$ cat src/hw/rtl/spieps_pkg.sv
// Shared types, codes and helper functions of the SPI EEPROM page-split sequencer.
// No dependencies; every other file of the block imports this package.

package spieps_pkg;

	// Geometry of the device and of the request
	localparam int PAGE_BYTES        = 32;
	localparam int PAGE_BITS         = $clog2(PAGE_BYTES);
	localparam int MAX_REQUEST_BYTES = 256;
	localparam int MAX_SEGMENTS      = 9;
	localparam int QUEUE_DEPTH       = 2;

	// Field widths
	localparam int ADDR_W  = 24;
	localparam int COUNT_W = 9;
	localparam int ABITS_W = 5;

	// Address width limits and reset value
	localparam logic [ABITS_W-1:0] ABITS_MIN   = 5'd8;
	localparam logic [ABITS_W-1:0] ABITS_MAX   = 5'd24;
	localparam logic [ABITS_W-1:0] ABITS_RESET = 5'd16;

	// Request opcodes
	localparam logic [1:0] OP_WRITE = 2'd0;
	localparam logic [1:0] OP_ERASE = 2'd1;
	localparam logic [1:0] OP_READ  = 2'd2;

	// Result status codes
	localparam logic [1:0] ST_OK    = 2'd0;
	localparam logic [1:0] ST_BUSY  = 2'd1;
	localparam logic [1:0] ST_ERROR = 2'd2;

	// Instruction bytes
	localparam logic [7:0] CMD_WRITE = 8'h02;
	localparam logic [7:0] CMD_READ  = 8'h03;
	localparam logic [7:0] A8_IN_CMD = 8'h80;

	// Request classes handed from front to back
	localparam logic [1:0] KIND_ERROR = 2'd0;
	localparam logic [1:0] KIND_BUSY  = 2'd1;
	localparam logic [1:0] KIND_READ  = 2'd2;
	localparam logic [1:0] KIND_SPLIT = 2'd3;

	// Classified request
	typedef struct packed {
		logic [1:0]         kind;
		logic               fill;
		logic [ADDR_W-1:0]  start;
		logic [COUNT_W-1:0] count;
	} desc_t;

	// One result item
	typedef struct packed {
		logic [1:0]         status;
		logic               send_write_enable;
		logic [7:0]         command_byte;
		logic [ADDR_W-1:0]  address_field;
		logic [2:0]         header_length;
		logic [COUNT_W-1:0] segment_length;
		logic               fill_erased;
		logic               last;
	} result_t;

	// Command header of one transfer
	typedef struct packed {
		logic [7:0]        cmd;
		logic [ADDR_W-1:0] field;
		logic [2:0]        hlen;
	} header_t;

	// Clamp the configured address width to the supported range
	function automatic logic [ABITS_W-1:0] eff_bits(input logic [ABITS_W-1:0] bits);
		logic [ABITS_W-1:0] r;
		if (bits < ABITS_MIN) begin
			r = ABITS_MIN;
		end else if (bits > ABITS_MAX) begin
			r = ABITS_MAX;
		end else begin
			r = bits;
		end
		return r;
	endfunction

	// Build the command header for an address at a given address width
	function automatic header_t build_header(input logic [7:0] base_cmd,
			input logic [ADDR_W-1:0] addr, input logic [ABITS_W-1:0] bits);
		header_t h;
		h.cmd = base_cmd;
		if (bits <= 5'd9) begin
			h.field = {16'd0, addr[7:0]};
			h.hlen  = 3'd2;
			if (bits == 5'd9 && addr[8]) begin
				h.cmd = base_cmd | A8_IN_CMD;
			end
		end else if (bits <= 5'd16) begin
			h.field = {8'd0, addr[15:0]};
			h.hlen  = 3'd3;
		end else begin
			h.field = addr;
			h.hlen  = 3'd4;
		end
		return h;
	endfunction

endpackage

$ cat src/hw/rtl/spieps_front.sv
// Front end of the sequencer: checks each request and classifies it.
// Depends on spieps_pkg.

module spieps_front (
	input  logic [1:0]                           opcode,
	input  logic [spieps_pkg::ADDR_W-1:0]        start_address,
	input  logic [spieps_pkg::COUNT_W-1:0]       byte_count,
	input  logic                                 device_busy,
	input  logic [spieps_pkg::ABITS_W-1:0]       bits,
	output spieps_pkg::desc_t                    desc
);
	import spieps_pkg::*;

	localparam int END_W = ADDR_W + 1;
	localparam int PG_W  = END_W - PAGE_BITS;

	logic [END_W-1:0] end_addr;
	logic [PG_W-1:0]  page_span;
	logic             count_err;
	logic             range_err;
	logic             span_err;
	logic             bad_op;

	// Last byte address of the request, one bit wider to catch overflow
	assign end_addr = {1'b0, start_address} + END_W'(byte_count) - END_W'(1);

	// Check count, opcode, device range and page span
	assign bad_op    = (opcode != OP_WRITE) && (opcode != OP_ERASE) && (opcode != OP_READ);
	assign count_err = (byte_count == '0) || (byte_count > COUNT_W'(MAX_REQUEST_BYTES));
	assign range_err = (end_addr >> bits) != '0;
	assign page_span = end_addr[END_W-1:PAGE_BITS] - PG_W'(start_address[ADDR_W-1:PAGE_BITS]);
	assign span_err  = (opcode != OP_READ) && (page_span > PG_W'(MAX_SEGMENTS - 1));

	// Classify: errors win over busy
	always_comb begin
		desc.start = start_address;
		desc.count = byte_count;
		desc.fill  = (opcode == OP_ERASE);
		if (bad_op || count_err || range_err || span_err) begin
			desc.kind = KIND_ERROR;
		end else if (device_busy) begin
			desc.kind = KIND_BUSY;
		end else if (opcode == OP_READ) begin
			desc.kind = KIND_READ;
		end else begin
			desc.kind = KIND_SPLIT;
		end
	end

endmodule

$ cat src/hw/rtl/spieps_queue.sv
// Short request queue between front and back end.
// Depends on spieps_pkg.

module spieps_queue (
	input  logic              clk,
	input  logic              arst_n,
	input  logic              push,
	input  spieps_pkg::desc_t push_desc,
	output logic              full,
	input  logic              pop,
	output logic              not_empty,
	output spieps_pkg::desc_t head
);
	import spieps_pkg::*;

	localparam int PTR_W = (QUEUE_DEPTH > 1) ? $clog2(QUEUE_DEPTH) : 1;
	localparam int CNT_W = $clog2(QUEUE_DEPTH + 1);

	desc_t            slots_q [QUEUE_DEPTH];
	logic [PTR_W-1:0] wr_ptr_q;
	logic [PTR_W-1:0] rd_ptr_q;
	logic [CNT_W-1:0] fill_q;
	logic             do_push;
	logic             do_pop;

	assign full      = (fill_q == CNT_W'(QUEUE_DEPTH));
	assign not_empty = (fill_q != '0);
	assign do_push   = push && !full;
	assign do_pop    = pop && not_empty;
	assign head      = slots_q[rd_ptr_q];

	// Store an item
	always_ff @(posedge clk) begin
		if (do_push) begin
			slots_q[wr_ptr_q] <= push_desc;
		end
	end

	// Advance pointers and fill level
	always_ff @(posedge clk or negedge arst_n) begin
		if (!arst_n) begin
			wr_ptr_q <= '0;
			rd_ptr_q <= '0;
			fill_q   <= '0;
		end else begin
			if (do_push) begin
				wr_ptr_q <= (wr_ptr_q == PTR_W'(QUEUE_DEPTH - 1)) ? '0 : wr_ptr_q + PTR_W'(1);
			end
			if (do_pop) begin
				rd_ptr_q <= (rd_ptr_q == PTR_W'(QUEUE_DEPTH - 1)) ? '0 : rd_ptr_q + PTR_W'(1);
			end
			case ({do_push, do_pop})
				2'b10:   fill_q <= fill_q + CNT_W'(1);
				2'b01:   fill_q <= fill_q - CNT_W'(1);
				default: fill_q <= fill_q;
			endcase
		end
	end

endmodule

$ cat src/hw/rtl/spieps_back.sv
// Back end of the sequencer: splits writes and erases at page boundaries and
// drives the registered result stage. Depends on spieps_pkg.

module spieps_back (
	input  logic                           clk,
	input  logic                           arst_n,
	input  logic [spieps_pkg::ABITS_W-1:0] bits,
	input  logic                           q_not_empty,
	input  spieps_pkg::desc_t              q_head,
	output logic                           q_pop,
	output logic                           res_valid,
	input  logic                           res_ready,
	output spieps_pkg::result_t            res
);
	import spieps_pkg::*;

	localparam logic [COUNT_W-1:0] PAGE_LEN = COUNT_W'(PAGE_BYTES);

	logic [ADDR_W-1:0]  seg_addr_q;
	logic [COUNT_W-1:0] remain_q;
	logic               fill_q;
	logic               active_q;
	logic               res_valid_q;
	result_t            res_q;

	logic               out_free;
	logic [COUNT_W-1:0] room;
	logic [COUNT_W-1:0] seg_len;
	logic [COUNT_W-1:0] remain_next;
	header_t            seg_hdr;
	header_t            rd_hdr;
	logic               emit_seg;
	logic               emit_one;
	result_t            one_res;
	result_t            seg_res;

	assign out_free = !res_valid_q || res_ready;

	// Take the next request once the current split is done
	assign q_pop    = q_not_empty && !active_q && (q_head.kind == KIND_SPLIT || out_free);
	assign emit_one = q_pop && (q_head.kind != KIND_SPLIT);
	assign emit_seg = active_q && out_free;

	// Size the current segment up to the page boundary
	assign room        = PAGE_LEN - COUNT_W'(seg_addr_q[PAGE_BITS-1:0]);
	assign seg_len     = (remain_q <= room) ? remain_q : room;
	assign remain_next = remain_q - seg_len;
	assign seg_hdr     = build_header(CMD_WRITE, seg_addr_q, bits);
	assign rd_hdr      = build_header(CMD_READ, q_head.start, bits);

	always_comb begin
		seg_res.status            = ST_OK;
		seg_res.send_write_enable = 1'b1;
		seg_res.command_byte      = seg_hdr.cmd;
		seg_res.address_field     = seg_hdr.field;
		seg_res.header_length     = seg_hdr.hlen;
		seg_res.segment_length    = seg_len;
		seg_res.fill_erased       = fill_q;
		seg_res.last              = (remain_next == '0);
	end

	// Single-result requests: error, busy or read
	always_comb begin
		one_res      = '0;
		one_res.last = 1'b1;
		case (q_head.kind)
			KIND_BUSY: begin
				one_res.status = ST_BUSY;
			end
			KIND_READ: begin
				one_res.status         = ST_OK;
				one_res.command_byte   = rd_hdr.cmd;
				one_res.address_field  = rd_hdr.field;
				one_res.header_length  = rd_hdr.hlen;
				one_res.segment_length = q_head.count;
			end
			default: begin
				one_res.status = ST_ERROR;
			end
		endcase
	end

	// Hold split progress
	always_ff @(posedge clk or negedge arst_n) begin
		if (!arst_n) begin
			active_q   <= 1'b0;
			seg_addr_q <= '0;
			remain_q   <= '0;
			fill_q     <= 1'b0;
		end else if (q_pop && q_head.kind == KIND_SPLIT) begin
			active_q   <= 1'b1;
			seg_addr_q <= q_head.start;
			remain_q   <= q_head.count;
			fill_q     <= q_head.fill;
		end else if (emit_seg) begin
			seg_addr_q <= seg_addr_q + ADDR_W'(seg_len);
			remain_q   <= remain_next;
			if (remain_next == '0) begin
				active_q <= 1'b0;
			end
		end
	end

	// Result register: load a new item, drop it once taken
	always_ff @(posedge clk or negedge arst_n) begin
		if (!arst_n) begin
			res_valid_q <= 1'b0;
		end else if (emit_seg || emit_one) begin
			res_valid_q <= 1'b1;
		end else if (res_ready) begin
			res_valid_q <= 1'b0;
		end
	end

	always_ff @(posedge clk) begin
		if (emit_seg) begin
			res_q <= seg_res;
		end else if (emit_one) begin
			res_q <= one_res;
		end
	end

	assign res_valid = res_valid_q;
	assign res       = res_q;

endmodule

$ cat src/hw/rtl/spi_eeprom_page_split_sequencer_top.sv
// Top level of the SPI EEPROM page-split sequencer: configuration register,
// front end, request queue and back end. Depends on spieps_pkg.

// A request (write, erase or read) is checked in the front end in the cycle it
// is accepted and placed in a two-entry queue, so requests are taken one per
// cycle while the queue has room. The back end handles one request at a time:
// an error, busy or read request gives one result, loaded into the output
// register when it is taken from the head of the queue; a write or erase
// spanning n pages (at most nine) first loads the page-split counter, which
// then gives n results, one segment per cycle while the consumer is ready.
// Results leave through a single registered output stage that loads a new item
// in the same cycle the previous one is taken; while the consumer stalls, the
// back end waits. The address width register is written with cfg_we and
// cfg_data while the block is idle; the user must keep to this, since the block
// itself does not enforce it. Values below 8 act as 8 and above 24 act as 24.

module spi_eeprom_page_split_sequencer_top (
	input  logic                            clk,
	input  logic                            arst_n,
	input  logic                            cfg_we,
	input  logic [spieps_pkg::ABITS_W-1:0]  cfg_data,
	input  logic                            in_valid,
	output logic                            in_ready,
	input  logic [1:0]                      opcode,
	input  logic [spieps_pkg::ADDR_W-1:0]   start_address,
	input  logic [spieps_pkg::COUNT_W-1:0]  byte_count,
	input  logic                            device_busy,
	output logic                            out_valid,
	input  logic                            out_ready,
	output logic [1:0]                      status,
	output logic                            send_write_enable,
	output logic [7:0]                      command_byte,
	output logic [spieps_pkg::ADDR_W-1:0]   address_field,
	output logic [2:0]                      header_length,
	output logic [spieps_pkg::COUNT_W-1:0]  segment_length,
	output logic                            fill_erased,
	output logic                            last
);
	import spieps_pkg::*;

	logic [ABITS_W-1:0] address_bits_q;
	logic [ABITS_W-1:0] bits;
	desc_t              in_desc;
	desc_t              head;
	logic               q_full;
	logic               q_not_empty;
	logic               q_pop;
	result_t            res;

	// Hold the address width register
	always_ff @(posedge clk or negedge arst_n) begin
		if (!arst_n) begin
			address_bits_q <= ABITS_RESET;
		end else if (cfg_we) begin
			address_bits_q <= cfg_data;
		end
	end

	assign bits     = eff_bits(address_bits_q);
	assign in_ready = !q_full;

	spieps_front u_front (
		.opcode        (opcode),
		.start_address (start_address),
		.byte_count    (byte_count),
		.device_busy   (device_busy),
		.bits          (bits),
		.desc          (in_desc)
	);

	spieps_queue u_queue (
		.clk       (clk),
		.arst_n    (arst_n),
		.push      (in_valid),
		.push_desc (in_desc),
		.full      (q_full),
		.pop       (q_pop),
		.not_empty (q_not_empty),
		.head      (head)
	);

	spieps_back u_back (
		.clk         (clk),
		.arst_n      (arst_n),
		.bits        (bits),
		.q_not_empty (q_not_empty),
		.q_head      (head),
		.q_pop       (q_pop),
		.res_valid   (out_valid),
		.res_ready   (out_ready),
		.res         (res)
	);

	// Break the result into its ports
	assign status            = res.status;
	assign send_write_enable = res.send_write_enable;
	assign command_byte      = res.command_byte;
	assign address_field     = res.address_field;
	assign header_length     = res.header_length;
	assign segment_length    = res.segment_length;
	assign fill_erased       = res.fill_erased;
	assign last              = res.last;

endmodule
$ cat config.mk
export PLATFORM = sky130hd
export DESIGN_NAME = spi_eeprom_page_split_sequencer_top
export DESIGN_NICKNAME = d
export VERILOG_FILES = /design/src/hw/rtl/spieps_pkg.sv /design/src/hw/rtl/spieps_front.sv /design/src/hw/rtl/spieps_queue.sv /design/src/hw/rtl/spieps_back.sv /design/src/hw/rtl/spi_eeprom_page_split_sequencer_top.sv
export SDC_FILE = /design/constraint.sdc
export NUM_CORES = 1
export LEC_CHECK = 0
export BUFFER_PORTS_ARGS = -buffer_cell sky130_fd_sc_hd__buf_2
export CAP_MARGIN = 20
export CORE_MARGIN = 5
export CORE_UTILIZATION = 65
export CTS_CLUSTER_DIAMETER = 120
export DETAILED_ROUTE_END_ITERATION = 12
export PLACE_DENSITY = 0.94
export SLEW_MARGIN = 20
export SYNTH_ARGS = -nofsm -noshare
export SYNTH_HDL_FRONTEND = slang
export SYNTH_SLANG_ARGS = --single-unit
$ cat constraint.sdc
create_clock -name clk -period 7.7 [get_ports clk]
set_input_delay 1.54 -clock clk [delete_from_list [all_inputs] [get_ports clk]]
set_output_delay 1.54 -clock clk [all_outputs]
set_load 0.05 [all_outputs]
==> impl_results.md, run 1 <==
- Nets: around 1300
- CTS tree: yes
- WL/cell: approximately 21 um
- Commonest cells after routing, fill and taps aside: edfxtp_1 (113), nand2_1 (94), inv_1 (92), buf_2 (91)
- Io pins: between 90 and 100
- Critical path cell sequence: buf_2, inv_1, ha_1, inv_1, ha_1, fa_1, a211oi_1, o21ai_2, a21oi_2, o21ai_1, a21o_1, xnor2_1, inv_1, ha_1, and3b_1, nor4_1, o311ai_0, a221o_1, a2111oi_0, nand4_1, o41ai_1, o2111ai_1, a211oi_1
- CP max stage cell: a2111oi_0
- Ratio of cells with drive above 1 in the final layout: between 10% and 20%
- Fin. max-slew vios: 0
- PnR Total Power: roughly 5.3 mW
- RSZ-0062 raised after global routing: no
- Filler Cell Count: 1054
- Largest net degree at the start of global routing: 46
- Final core utilization: 73.6%
- Antenna-violating nets left: 0
- Yosys top cell area share: 30.9%
- Post-Synthesis Cells: 1111
- CP arrival: slightly above 7000 ps
- # setup viols final: 0
- Final min period: around 6800 ps
- Peak fanout along the critical path: 5
- Hold path depth: 2
- Hold Path Origin: u_back.res[47]
- Final Cell Area: 12200 um2
- CTS Sinks: 161
- Iteration-0 DRC Markers: between 1500 and 2000
- Final hold vios: 0
- Power density cells: between 400 and 500 nW/um2
- Remaining DRCs: 0
- Pin slew with the least headroom to its limit: 998 ps
- First-pass GRT wire length: roughly 48000 um
- EDFF count, synth: ~110
- WL final: 30300 um
- Post-Layout Cell Count: roughly 1400
- R2R Path Start: u_back.seg_addr_q[0]
- Reg2reg end: u_back.seg_addr_q[16]
- Hold_ws: 456 ps
- CTS H-tree lvls: 4
- Met3 Track Usage GR: 6.24%
- Vias/cell: 6.88
- Grt peak-use layer: met2
- Cell row count: between 40 and 50
- Critical Path End Type: register
- GRT Total Usage: 30.3%
- CTS resizes: 0
- Leading cell type in the layout, fill and taps excluded: edfxtp_1
- Clock skew: between 10 and 15 ps
- Die area: 19600 um2
- Number of global-route vias before repair: between 9000 and 10000
- Max Fclk: 146 MHz
- Area after DPL: 11600 um2
- Top_reg_cell synth: edfxtp_1
- Latest clock arrival within the worst-skew pair: 440 ps
- Via Count: 9762
- R2R depth: 25
- FF+latch count, synth: 161
- Max_cap viols: 0
- Largest cells by area after synthesis: edfxtp_1 (31%), dfrtp_1 (10%), ha_1 (8.8%)
- Initial antenna violation count: 1
- Endpoint, Worst Hold: u_back.res[47]
- Hold Crit Class: register to register
- Mean post-synth cell area: 9.89 um2
- Setup WS pre-CTS: 566 ps
- Mapped Area: 11000 um2
- Final TNS setup: 0 ps
- CP peak stage delay: 490 ps
- CTS max path bufs: 2
- Die W: 140 um
- Fraction of registers with async set/reset: between 20 and 30%
- Sequential fraction of the synthesis area: 41.7%
- Worst IR Drop VDD: approximately 0.32 mV
- Setup Fix Bufs, Post-CTS: 0
- Yosys warns: 0
- Hold Buf Count CTS: 0
- Final HPWL from detailed placement: 20700 um
- Post-Place Cells: between 1000 and 1500
- R2R setup slack: 900 ps
- Area grow syn2layout: 11.1%
- Total gr overflow: 0
- Startpoint types: input port
- Cell accounting for the most synthesized area: edfxtp_1
- Core ar.: around 17000 um2
- TritonCTS buffer count: 17
- Worst slew margin relative to its limit: 32.6%
- Pleak: 5.11 nW
- Final setup margin: 863 ps
- Clk slew on worst S/H paths: around 70 ps
- Die height: 140 um
- Required time worst endpoint: 7950 ps
- Post-synth cell types: 91
- CP Class: input port to register
- Final worst-path cycle share: 88.8%
- Drt first pass iters: 6
- CTS Root Cell: clkbuf_16
- Met1 GRT Util: 39.5%
- GP Congestion: 0.980
- Port Buf Inserts: 91
- Initial Util: 66.3%
- Status: finished clean
- Met2 usage: 49.0%
-- worst max-delay path: cells and delay by family --
family,cells,cell delay (ps)
adders and majority gates,4,1220
and+or+nand+nor,3,600
AOI/OAI and AO/OA,11,3140
buffers and inverters,4,300
xor gates and xnor gates,1,280
-- sequential cells by signal (all words and copies together), names as in the netlist --
name / count
u_back.remain_q: 9
address_bits_q: 5
u_back.res_valid: 1
u_back.fill_q: 1
u_queue.wr_ptr_q: 1
u_queue.slots_q: 72
u_back.active_q: 1
u_queue.fill_q: 2
u_back.res: 44
u_back.seg_addr_q: 24
u_queue.rd_ptr_q: 1
-- synthesized netlist by cell type (all sizes together), types with 17 or more instances --
cell,instances
nand2,95
ha,77
nand3,26
dfrtp,44
inv,92
o21ai,63
a21oi,63
buf,22
clkbuf,31
edfxtp,113
o211ai,17
xnor2,31
nor2,79
mux2i,47
-- cell type report --
class	instances	area (um2)	share of cell area [%]
diodes	1	2.50	0.0205
clock buffers	17	425	3.49
clock inverters	15	170	1.39
inverters	92	345	2.83
multi-input cells	812	5860	48.0
flip-flops and latches	161	4580	37.6
well taps	220	275	2.26
repair buffers	101	543	4.45
-- metal layers --
metal / share of wire, % / up-vias / wire, um
li1: - / 4291 / -
met1: 38 / 4584 / 11600
met2: 47 / 742 / 14100
met3: 10 / 145 / 3150
met4: 4.9 / 0 / 1480
met5: 0 / - / 0
-- logic make-up after synthesis --
kind of cell	share of synthesized area (%)
AO/OA/AOI/OAI	20.2
buffers and inverters	5.36
other	0.0341
AND/OR/NAND/NOR	13.9
multiplexers	5.31
adder cells (fa/ha/maj)	9.50
XOR/XNOR	3.99
flip-flops	41.7
-- power by group --
group	internal, mW	switching (mW)	total [mW]
sequential	1.31	0.197	1.51
clock	0.486	0.375	0.862
combinational	0.996	1.93	2.92
total	2.79	2.50	5.30
-- how the worst max path moves through the flow --
stage                startpoint                      to
3_5_place_dp      byte_count[1]  u_queue.slots_q[1][34]
4_1_cts           byte_count[1]  u_queue.slots_q[0][34]
3_3_place_gp      byte_count[1]  u_queue.slots_q[0][35]
5_1_grt           byte_count[1]  u_queue.slots_q[0][35]
2_1_floorplan  start_address[1]  u_queue.slots_q[0][34]
6_report          byte_count[1]  u_queue.slots_q[0][34]
No activity file was read; power rests on OpenSTA's default activity.
==> run 2: changes to the inputs <==
CORE_UTILIZATION = 55   (was 65)
PLACE_DENSITY = 0.85   (was 0.94)
clock period = 6.11 ns   (was 7.7 ns; I/O delays follow)
==> run 2 against run 1 <==
Against the previous run:
- sequential power rose by 30%
- highest routed layer unchanged
- clock power rose by 26%
- design area rose by 4.7%
- total power rose by 26%
- via count fell by 3.1%
- critical endpoint is now u_queue.slots_q[0][35]
- wire length fell by 1.7%
- hold slack got worse by 5.4 ps
- largest power group unchanged
- critical path depth fell by 1
- flip-flop and latch count did not move
- non-clock buffer count rose by 63
- cell count rose by 7.6%
==> impl_results.md, run 2 (synthesis gave the netlist of run 1 again) <==
- # setup viols final: 0 (unchanged)
- Die W: 151 um (+8.1%)
- Worst slew margin relative to its limit: 26.9% (-5.7 points)
- Io pins: 97 (unchanged)
- Drt first pass iters: 6 (unchanged)
- Remaining DRCs: 0 (unchanged)
- CTS Sinks: 161 (unchanged)
- Number of global-route vias before repair: 8929 (-3.3%)
- Final hold vios: 0 (unchanged)
- Antenna-violating nets left: 0 (unchanged)
- CP max stage cell: or4b_1
- First-pass GRT wire length: 46500 um (-2.9%)
- Hold Crit Class: register to register
- Final min period: 5960 ps
- CP arrival: 6220 ps (-860 ps)
- Nets: 1375 (+4.8%)
- Power density cells: 523 nW/um2 (+21%)
- Die area: 22900 um2 (+17%)
- Pin slew with the least headroom to its limit: 1100 ps (+97.9 ps)
- Final core utilization: 65.2% (-8.4 points)
- Via Count: 9463 (-3.1%)
- CP peak stage delay: 490 ps (about the same)
- Clock skew: 14.1 ps (+4.07 ps)
- GRT Total Usage: 26.0% (-4.3 points)
- Critical path cell sequence: buf_2, inv_1, ha_1, inv_1, ha_1, fa_1, a211oi_1, buf_4, o21ai_2, and3_4, or4b_1, and3_1, ha_1, nor2_1, nor4_1, o311ai_0, a221o_1, a2111oi_0, nand4_1, o41ai_2, o2111ai_2, a211oi_2
- Initial Util: 56.1% (-10 points)
- Hold Buf Count CTS: 0 (unchanged)
- Die height: 151 um (+8.1%)
- Max Fclk: 168 MHz
- Iteration-0 DRC Markers: 1007 (-33%)
- Vias/cell: 6.20 (-9.9%)
- Port Buf Inserts: 91 (unchanged)
- Register with the most flip-flops: u_queue.slots_q
- Core ar.: 19600 um2 (+18%)
- CTS Root Cell: clkbuf_16
- Critical Path End Type: register
- Post-Place Cells: 1493 (+7.8%)
- Leading cell type in the layout, fill and taps excluded: edfxtp_1
- Number of flip-flops in the largest register: 72 (unchanged)
- WL/cell: 19.5 um (-8.7%)
- Ratio of cells with drive above 1 in the final layout: 19.7% (+4.9 points)
- CTS max path bufs: 2 (unchanged)
- Peak fanout along the critical path: 3 (-2)
- GP Congestion: 0.954 (-2.7%)
- Max_cap viols: 0 (unchanged)
- CP dominant cell by count: ha_1
- Final TNS setup: 0 ps (unchanged)
- Commonest cells after routing, fill and taps aside: edfxtp_1 (113), nand2_1 (93), inv_1 (92), buf_2 (91)
- Largest net degree at the start of global routing: 46 (unchanged)
- Fin. max-slew vios: 0 (unchanged)
- Worst IR Drop VDD: 0.258 mV (-19%)
- CP Class: input port to register
- PnR Total Power: 6.68 mW (+26%)
- WL final: 29800 um (-1.7%)
- TritonCTS buffer count: 17 (unchanged)
- Post-Layout Cell Count: 1527 (+7.6%)
- Latest clock arrival within the worst-skew pair: 440 ps (about the same)
- Total gr overflow: 0 (unchanged)
- Startpoint types: input port
- Pleak: 5.43 nW (+6.2%)
- Status: finished clean
- Final HPWL from detailed placement: 21400 um (+3.5%)
- Area grow syn2layout: 16.3%
- CTS H-tree lvls: 4 (unchanged)
- Clk slew on worst S/H paths: 70 ps (about the same)
- Required time worst endpoint: 6370 ps (-1580 ps)
- Cell row count: 51 (+8.5%)
- Initial antenna violation count: 1 (unchanged)
- CTS tree: yes
- Final worst-path cycle share: a little over nine tenths
run 2: cell type report:
cell class,count,area [um2]
Clock buffer,17,425
Inverter,92,345
Sequential cell,161,4580
Tap cell,265,332
Fill cell,1493,6810
Clock inverter,15,183
Antenna cell,1,2.50
Timing Repair Buffer,164,1000
Multi-Input combinational cell,812,5900
run 2: report_power, final:
group	internal [mW]	total (mW)	switching, mW
Clock	0.590	1.09	0.495
Sequential	1.66	1.96	0.307
Combinational	1.34	3.63	2.30
run 2: metal layers:
layer | part of all wire (%) | GRT usage (%) | vias up
met5 | 0 | 0 | -
met4 | 3.1 | 9.25 | 0
met3 | 8.1 | 4.52 | 87
met2 | 48 | 43.8 | 506
met1 | 40 | 33.7 | 4470
li1 | - | - | 4400
run 2: timing repair:
action | CTS | global route
pin swaps | 0 | 2
buffers inserted | 0 | 1
resized for setup | 1 | 7
setup endpoints to repair | 2 | 13
run 2: critical path: cells and delay by family:
family / cells / cell delay (ps)
AND/OR/NAND/NOR: 6 / 1430
buffers and inverters: 4 / 340
AO/OA/AOI/OAI: 8 / 2040
adder cells (fa/ha/maj): 4 / 1190
run 2: worst paths after layout:
check                                          start                      to  slack [ps]  cells past startpoint
max in group asynchronous                     arst_n        u_queue.rd_ptr_q        4720                      2
worst max register to register  u_back.seg_addr_q[0]   u_back.seg_addr_q[16]         370                     26
min in group asynchronous                     arst_n    u_back.seg_addr_q[1]         880                      2
worst min register to register        u_back.res[46]          u_back.res[46]         450                      2
worst min-delay path                  u_back.res[46]          u_back.res[46]         450                      2
worst max-delay path                start_address[1]  u_queue.slots_q[0][35]         150                     22
run 2: per-stage QoR:
stage,hold WS (ps),cell area (um2),worst slack [ps]
floorplan,442,11000,336
global placement,436,12100,-321
detailed placement,446,12100,-456
CTS,455,12700,68.7
global route,482,12800,-0.201
finish,450,12800,152
